`src/design/rpb_pkg.sv`:
```
`timescale 1ns / 1ps
// ----------------------------------------------------------------------------
// RGB pixel blend package
// Shared types and codes for the pixel blend pipeline: blend modes, beat
// payloads and the per-channel record carried between the two stages.
// ----------------------------------------------------------------------------
package rpb_pkg;

  localparam int ChanW = 8;
  localparam int NumW  = 17;  // (k*m*n + 255) / 2 for k up to 4 and 8-bit m, n

  typedef enum logic [2:0] {
    MODE_MULTIPLY = 3'd0,
    MODE_SCREEN   = 3'd1,
    MODE_SUBTRACT = 3'd2,
    MODE_ADD      = 3'd3,
    MODE_OVERLAY  = 3'd4
  } blend_mode_t;

  // How the back stage turns the front stage record into a channel value.
  typedef enum logic [1:0] {
    FIN_DIRECT  = 2'd0,
    FIN_DIV     = 2'd1,
    FIN_DIV_INV = 2'd2
  } fin_kind_t;

  typedef struct packed {
    logic [ChanW-1:0] base_blue;
    logic [ChanW-1:0] base_green;
    logic [ChanW-1:0] base_red;
    logic [ChanW-1:0] top_blue;
    logic [ChanW-1:0] top_green;
    logic [ChanW-1:0] top_red;
  } pix_in_t;

  typedef struct packed {
    logic [ChanW-1:0] out_blue;
    logic [ChanW-1:0] out_green;
    logic [ChanW-1:0] out_red;
  } pix_out_t;

  typedef struct packed {
    fin_kind_t        kind;
    logic [NumW-1:0]  num;     // value to be divided by 255 (floor)
    logic [ChanW-1:0] direct;  // finished value for add, subtract, unused codes
  } chan_mid_t;

endpackage

```
`src/design/rpb_mul_stage.sv`:
```
`timescale 1ns / 1ps
// ----------------------------------------------------------------------------
// Blend front stage, one channel
// Picks the multiplier operands for the mode, forms the rounding numerator
// and computes the saturating add and clamped subtract results.
// ----------------------------------------------------------------------------
module rpb_mul_stage
  import rpb_pkg::*;
(
  input  logic [2:0]       mode,
  input  logic [ChanW-1:0] base_val,
  input  logic [ChanW-1:0] top_val,
  output chan_mid_t        mid
);

  logic [ChanW-1:0]   inv_base;
  logic [ChanW-1:0]   inv_top;
  logic [ChanW-1:0]   op_m;
  logic [ChanW-1:0]   op_n;
  logic               dbl;
  logic [2*ChanW-1:0] prod;
  logic [NumW:0]      prod_sc;
  logic [NumW:0]      rnd;
  logic [ChanW:0]     sum;
  logic               top_hi;
  fin_kind_t          fin_kind;
  logic [ChanW-1:0]   direct_val;

  assign inv_base = 8'd255 - base_val;
  assign inv_top  = 8'd255 - top_val;
  assign top_hi   = top_val[ChanW-1];  // top value of 128 or more

  always_comb begin
    op_m       = base_val;
    op_n       = top_val;
    dbl        = 1'b0;
    fin_kind   = FIN_DIRECT;
    direct_val = '0;
    case (mode)
      MODE_MULTIPLY: begin
        fin_kind = FIN_DIV;
      end
      MODE_SCREEN: begin
        op_m     = inv_base;
        op_n     = inv_top;
        fin_kind = FIN_DIV_INV;
      end
      MODE_SUBTRACT: begin
        direct_val = (base_val > top_val) ? (base_val - top_val) : '0;
      end
      MODE_ADD: begin
        direct_val = sum[ChanW] ? 8'd255 : sum[ChanW-1:0];
      end
      MODE_OVERLAY: begin
        dbl = 1'b1;
        if (top_hi) begin
          op_m     = inv_base;
          op_n     = inv_top;
          fin_kind = FIN_DIV_INV;
        end else begin
          fin_kind = FIN_DIV;
        end
      end
      default: begin
        direct_val = '0;
      end
    endcase
  end

  assign sum  = {1'b0, base_val} + {1'b0, top_val};
  assign prod = op_m * op_n;

  // Twice (or four times) the product plus 255, then halved: dividing the
  // result by 255 gives the product (twice it, for overlay) over 255 rounded half up.
  assign prod_sc = dbl ? {prod, 2'b00} : {1'b0, prod, 1'b0};
  assign rnd     = prod_sc + (NumW+1)'(255);
  assign mid     = '{kind: fin_kind, num: rnd[NumW:1], direct: direct_val};

endmodule

```
`src/design/rpb_div_stage.sv`:
```
`timescale 1ns / 1ps
// ----------------------------------------------------------------------------
// Blend back stage, one channel
// Divides the rounding numerator by 255 with a reciprocal estimate and a
// single correction, then applies the inversion for screen-like modes.
// ----------------------------------------------------------------------------
module rpb_div_stage
  import rpb_pkg::*;
(
  input  chan_mid_t        mid,
  output logic [ChanW-1:0] res
);

  logic [NumW+7:0]  est_full;
  logic [8:0]       q_est;
  logic [NumW-1:0]  back;
  logic [NumW-1:0]  rem;
  logic [8:0]       q_fix;
  logic [ChanW-1:0] quo;

  // num * 257 / 65536 undershoots num / 255 by less than one, so the
  // estimate is the true quotient or one below it.
  assign est_full = {mid.num, 8'b0} + {8'b0, mid.num};
  assign q_est    = est_full[NumW+7:16];
  assign back     = {q_est, 8'b0} - NumW'(q_est);
  assign rem      = mid.num - back;
  assign q_fix    = (rem >= NumW'(255)) ? (q_est + 9'd1) : q_est;
  assign quo      = q_fix[ChanW-1:0];

  always_comb begin
    case (mid.kind)
      FIN_DIV:     res = quo;
      FIN_DIV_INV: res = 8'd255 - quo;
      FIN_DIRECT:  res = mid.direct;
      default:     res = '0;
    endcase
  end

endmodule

```
`src/design/rgb_pixel_blend_unit_core.sv`:
```
`timescale 1ns / 1ps
// ----------------------------------------------------------------------------
// RGB pixel blend unit
// Blends a base and a top RGB888 pixel channel by channel in one of five
// layer blend modes chosen by a configuration register.
// ----------------------------------------------------------------------------
// Usage:
//   Each input beat on in_pixel carries one base pixel and one top pixel;
//   each output beat on out_pixel carries the blended pixel. Both channels
//   use valid/ready. cfg_wr_en writes cfg_wr_data into the blend mode
//   register on the same edge; write it only while no beat is in flight.
//   The datapath is three register stages: input register, product register
//   (8x8 multiply per channel) and output register (divide by 255 and
//   finish). An accepted beat passes through the input, product and
//   output registers in turn to out_valid; with out_ready held high one beat
//   is taken and one delivered every cycle. When the receiver stalls, each
//   stage holds until the one after it frees up, so up to three beats are
//   buffered before in_ready drops; in_ready is high whenever out_ready is
//   high. Reset empties all stages and sets the mode to multiply.
// ----------------------------------------------------------------------------
module rgb_pixel_blend_unit_core
  import rpb_pkg::*;
(
  input  logic     clk,
  input  logic     rst_n,
  input  logic     cfg_wr_en,
  input  logic [2:0] cfg_wr_data,
  input  logic     in_valid,
  output logic     in_ready,
  input  pix_in_t  in_pixel,
  output logic     out_valid,
  input  logic     out_ready,
  output pix_out_t out_pixel
);

  logic [2:0] mode_r;
  logic       v0_r, v1_r, v2_r;
  pix_in_t    pix_r;
  chan_mid_t  mid_b_r, mid_g_r, mid_r_r;
  pix_out_t   res_r;

  chan_mid_t  mid_b_nxt, mid_g_nxt, mid_r_nxt;
  pix_out_t   res_nxt;
  logic       ld0, ld1, ld2;

  // Each stage loads when it is empty or its content moves on this cycle.
  assign ld2      = !v2_r || out_ready;
  assign ld1      = !v1_r || ld2;
  assign ld0      = !v0_r || ld1;
  assign in_ready = ld0;

  always_ff @(posedge clk) begin
    if (!rst_n) begin
      mode_r <= MODE_MULTIPLY;
      v0_r   <= 1'b0;
      v1_r   <= 1'b0;
      v2_r   <= 1'b0;
    end else begin
      if (cfg_wr_en) begin
        mode_r <= cfg_wr_data;
      end
      if (ld0) begin
        v0_r <= in_valid;
      end
      if (ld1) begin
        v1_r <= v0_r;
      end
      if (ld2) begin
        v2_r <= v1_r;
      end
    end
  end

  always_ff @(posedge clk) begin
    if (ld0) begin
      pix_r <= in_pixel;
    end
    if (ld1) begin
      mid_b_r <= mid_b_nxt;
      mid_g_r <= mid_g_nxt;
      mid_r_r <= mid_r_nxt;
    end
    if (ld2) begin
      res_r <= res_nxt;
    end
  end

  rpb_mul_stage u_mul_b (
    .mode     (mode_r),
    .base_val (pix_r.base_blue),
    .top_val  (pix_r.top_blue),
    .mid      (mid_b_nxt)
  );

  rpb_mul_stage u_mul_g (
    .mode     (mode_r),
    .base_val (pix_r.base_green),
    .top_val  (pix_r.top_green),
    .mid      (mid_g_nxt)
  );

  rpb_mul_stage u_mul_r (
    .mode     (mode_r),
    .base_val (pix_r.base_red),
    .top_val  (pix_r.top_red),
    .mid      (mid_r_nxt)
  );

  rpb_div_stage u_div_b (
    .mid (mid_b_r),
    .res (res_nxt.out_blue)
  );

  rpb_div_stage u_div_g (
    .mid (mid_g_r),
    .res (res_nxt.out_green)
  );

  rpb_div_stage u_div_r (
    .mid (mid_r_r),
    .res (res_nxt.out_red)
  );

  assign out_valid = v2_r;
  assign out_pixel = res_r;

endmodule

```
`config.mk`:
```
export PLATFORM = sky130hd
export DESIGN_NAME = rgb_pixel_blend_unit_core
export DESIGN_NICKNAME = d
export VERILOG_FILES = /design/src/design/rpb_pkg.sv /design/src/design/rpb_mul_stage.sv /design/src/design/rpb_div_stage.sv /design/src/design/rgb_pixel_blend_unit_core.sv
export SDC_FILE = /design/constraint.sdc
export NUM_CORES = 1
export LEC_CHECK = 0
export BUFFER_PORTS_ARGS = -buffer_cell sky130_fd_sc_hd__buf_2
export CAP_MARGIN = 10
export CORE_MARGIN = 1
export CORE_UTILIZATION = 40
export CTS_CLUSTER_DIAMETER = 120
export DETAILED_ROUTE_END_ITERATION = 10
export GPL_ROUTABILITY_DRIVEN = 0
export GPL_TIMING_DRIVEN = 0
export HOLD_SLACK_MARGIN = 0.03
export SETUP_SLACK_MARGIN = 0.15
export SLEW_MARGIN = 20
export SYNTH_ARGS = -nofsm -noshare
export SYNTH_HDL_FRONTEND = slang
export SYNTH_HIERARCHICAL = 1
export SYNTH_SLANG_ARGS = --single-unit
```
`constraint.sdc`:
```
create_clock -name clk -period 8.4 [get_ports clk]
set_clock_uncertainty 0.05 [all_clocks]
set_input_delay 0.84 -clock clk [delete_from_list [all_inputs] [get_ports clk]]
set_output_delay 0.84 -clock clk [all_outputs]
set_load 0.05 [all_outputs]
```
==> results by group <==
Synth
  – Mapped Cells: ~2700
  – Number of library cell types mapped by synthesis: between 100 and 150
  – Ys async rst share: 0%
  – FF+latch count, synth: about 160
  – Syn Nets: 3150
  – Synth Cell Area: between 20000 and 25000 um2
  – Synth Flop Type: edfxtp_1
  – Post-synthesis sequential area ratio: about a fifth
  – Number of synthesized flops with an enable pin: 153
  – Ys Warns: 6
  – Avg Cell Area, Syn: between 8 and 9 um2

GRT
  – Remaining global-route overflow: 0
  – GRT Resource Usage Total: 21.3%
  – Largest net degree at the start of global routing: 63
  – Vias in the first global route: roughly 19000
  – Global-route wire length before repair: 98.7 mm
  – Initial antenna violation count: 1

Clock tree
  – CTS H-tree depth: 4
  – Hold Buf Count CTS: 0
  – Cts repair resizes: 0
  – CTS Root Cell: clkbuf_16
  – CTS Buf Count: 17
  – Worst-path clk slew: 80 ps
  – Clock Latency Late Sink: 500 ps
  – CTS tree: done
  – Clock sinks: around 160
  – Post-CTS Setup Bufs: 0
  – Longest Clk Path Bufs: 2

Critical path
  – CP max-delay cell: dfxtp_1
  – Worst R2R Path Depth: 22
  – Critical Path Start Type: flip-flop
  – Kind of critical path: flip-flop to flip-flop
  – Largest fanout on the critical path: 10
  – CP Data Required Time: ~8700 ps
  – CP Cell Sequence: buf_4 > nor2b_1 > o21bai_4 > inv_2 > clkbuf_1 > nand2_1 > o21ai_0 > fa_1 > ha_1 > inv_1 > fa_1 > fa_1 > inv_1 > ha_1 > a21oi_1 > a21oi_1 > nor4_1 > a22oi_1 > a2111oi_4 > or4b_1 > xor2_1 > mux2i_1
  – Max incr delay on CP: around 590 ps
  – WP data arrival: around 7900 ps
  – Crit. End Element: flip-flop
  – Most used cell, CP: fa_1

Floorplan
  – # IOs: 82
  – Die area: roughly 58000 um2
  – Die Ht: between 200 and 250 um
  – Starting Density: between 40% and 50%
  – Core ar.: approximately 56000 um2
  – Placement Rows: 87
  – Die width: about 240 um

Detailed routing
  – Vias: a little over 20000
  – Via density per instance: roughly 5.6
  – 1st-iter DRT viols: between 1000 and 1500
  – Drt drc: 0
  – Drt first pass iters: 6
  – Drt wl/cell: 16.9 um
  – Routed Antenna Nets: 0
  – Drt total wl: 60.4 mm

Final layout
  – P&R area growth vs syn: 8.64%
  – Share of layout cells above drive strength 1: just under 8%
  – FILL cells: 5665
  – Most frequent cells in the layout: inv_1, ha_1, nand2_1, nor2_1, o21ai_0
  – Final net count: roughly 3300
  – Most common cell after layout, fill and taps aside: inv_1

Timing
  – Fin crit period: between 7000 and 8000 ps
  – Final TNS setup: 0 ps
  – RSZ-0062 raised after global routing: no
  – Worst-Margin Slew: around 910 ps
  – Max transition margin: between 30% and 40%
  – Final worst-path cycle share: around 91%
  – Count of final setup violators: 0
  – Final Hold Vio Count: 0
  – Maximum clock rate: roughly 0.13 GHz
  – Slew Viols, Final: 0

Job
  – Max Cap Viol: 0

Hold path
  – Worst hold path type: flip-flop to flip-flop
  – Hold depth: 1

Placed design
  – Detailed placement HPWL: between 40 and 50 mm
  – Port Buffers: 81

Outcome
  – Status: finished clean
[cell usage after synthesis (all sizes together) (11+ instances only)]
master,n,share of area (%)
a2111oi,15,0.96
a211o,15,0.63
a211oi,34,1.3
a21o,48,1.6
a21oi,169,3.7
a221oi,13,0.53
a22oi,12,0.39
a31oi,12,0.33
and2,26,0.71
and3,28,0.77
buf,22,0.54
clkbuf,67,1.2
edfxtp,153,20
fa,117,10
ha,276,15
inv,330,5.4
mux2i,31,1.4
nand2,247,4.1
nand2b,39,1.1
nand3,97,2.2
nand4,32,0.90
nor2,182,3.0
nor2b,11,0.30
nor3,75,1.7
nor4,12,0.55
o2111ai,14,0.65
o211ai,31,1.1
o21a,27,0.89
o21ai,185,4.1
o21bai,54,1.8
o22ai,22,0.60
o31ai,14,0.46
or2,11,0.30
or3,14,0.39
xnor2,104,4.1
xor2,34,1.3
[registers in the layout, summed over array words and instances (netlist names)]
register   count
mid_g_r       27
out_valid      1
pix_r         48
mid_b_r       27
v0_r           1
mid_r_r       27
v1_r           1
out_pixel     24
mode_r         3
[final timing paths]
check / to / start / slack [ps]
hold / removal: out_valid / v1_r / 430
setup / recovery: mid_g_r[21] / mode_r[0] / 770
setup reg to reg: mid_g_r[21] / mode_r[0] / 770
hold reg to reg: out_valid / v1_r / 430
[metal layers]
metal	up-vias	share of wire, %	global-route usage [%]
li1	9832	-	-
met5	-	0.022	0
met1	9612	45	28.3
met3	85	5.6	3.56
met4	2	1.9	5.98
met2	618	47	35.7
[final cells by class]
cell class	count	area, um2	share of cell area, %
Multi-Input combinational cell	2123	16500	66.5
Clock inverter	12	101	0.409
Tap cell	756	946	3.82
Antenna cell	1	2.50	0.0101
Buffer	89	397	1.60
Clock buffer	20	458	1.85
Inverter	330	1240	5.02
Timing Repair Buffer	83	453	1.83
Sequential cell	159	4710	19.0
[stage by stage]
| stage | hold slack (ps) | std cells | utilization (%) | setup WS (ps) | instance area [um2] |
|---|---|---|---|---|---|
| after global routing | 437 | 3572 | 44.0 | 228 | 24800 |
| after global placement | 391 | 3538 | 42.9 | 696 | 24200 |
| after floorplan | 383 | 2701 | - | 1920 | 22800 |
| after CTS | 426 | 3572 | 43.9 | 565 | 24800 |
| final | 431 | 3573 | 44.0 | 769 | 24800 |
| after detailed placement | 424 | 3540 | 43.0 | 565 | 24200 |
[cells by family after synthesis]
kind of cell    count (synthesis)  share of synthesized area (%)
mux                            40                           1.80
buf+inv                       419                           7.16
fa+ha+maj                     393                           25.4
xor+xnor                      138                           5.43
compound gates                729                           21.8
simple gates                  823                           17.8
flops                         159                           20.7
[worst max-delay path, delay by kind of cell, from the launching register on]
family                     cells  cell delay, ps
buffers and inverters          5             980
AOI/OAI and AO/OA              6            1660
DFF                            1             590
muxes                          1             220
and+or+nand+nor                4            1590
xor gates and xnor gates       1             160
adders and majority gates      5            2210
Power is left out: the tool's default activity adds up to more than one toggle a clock period on the data nets, which glitch-free logic cannot reach.
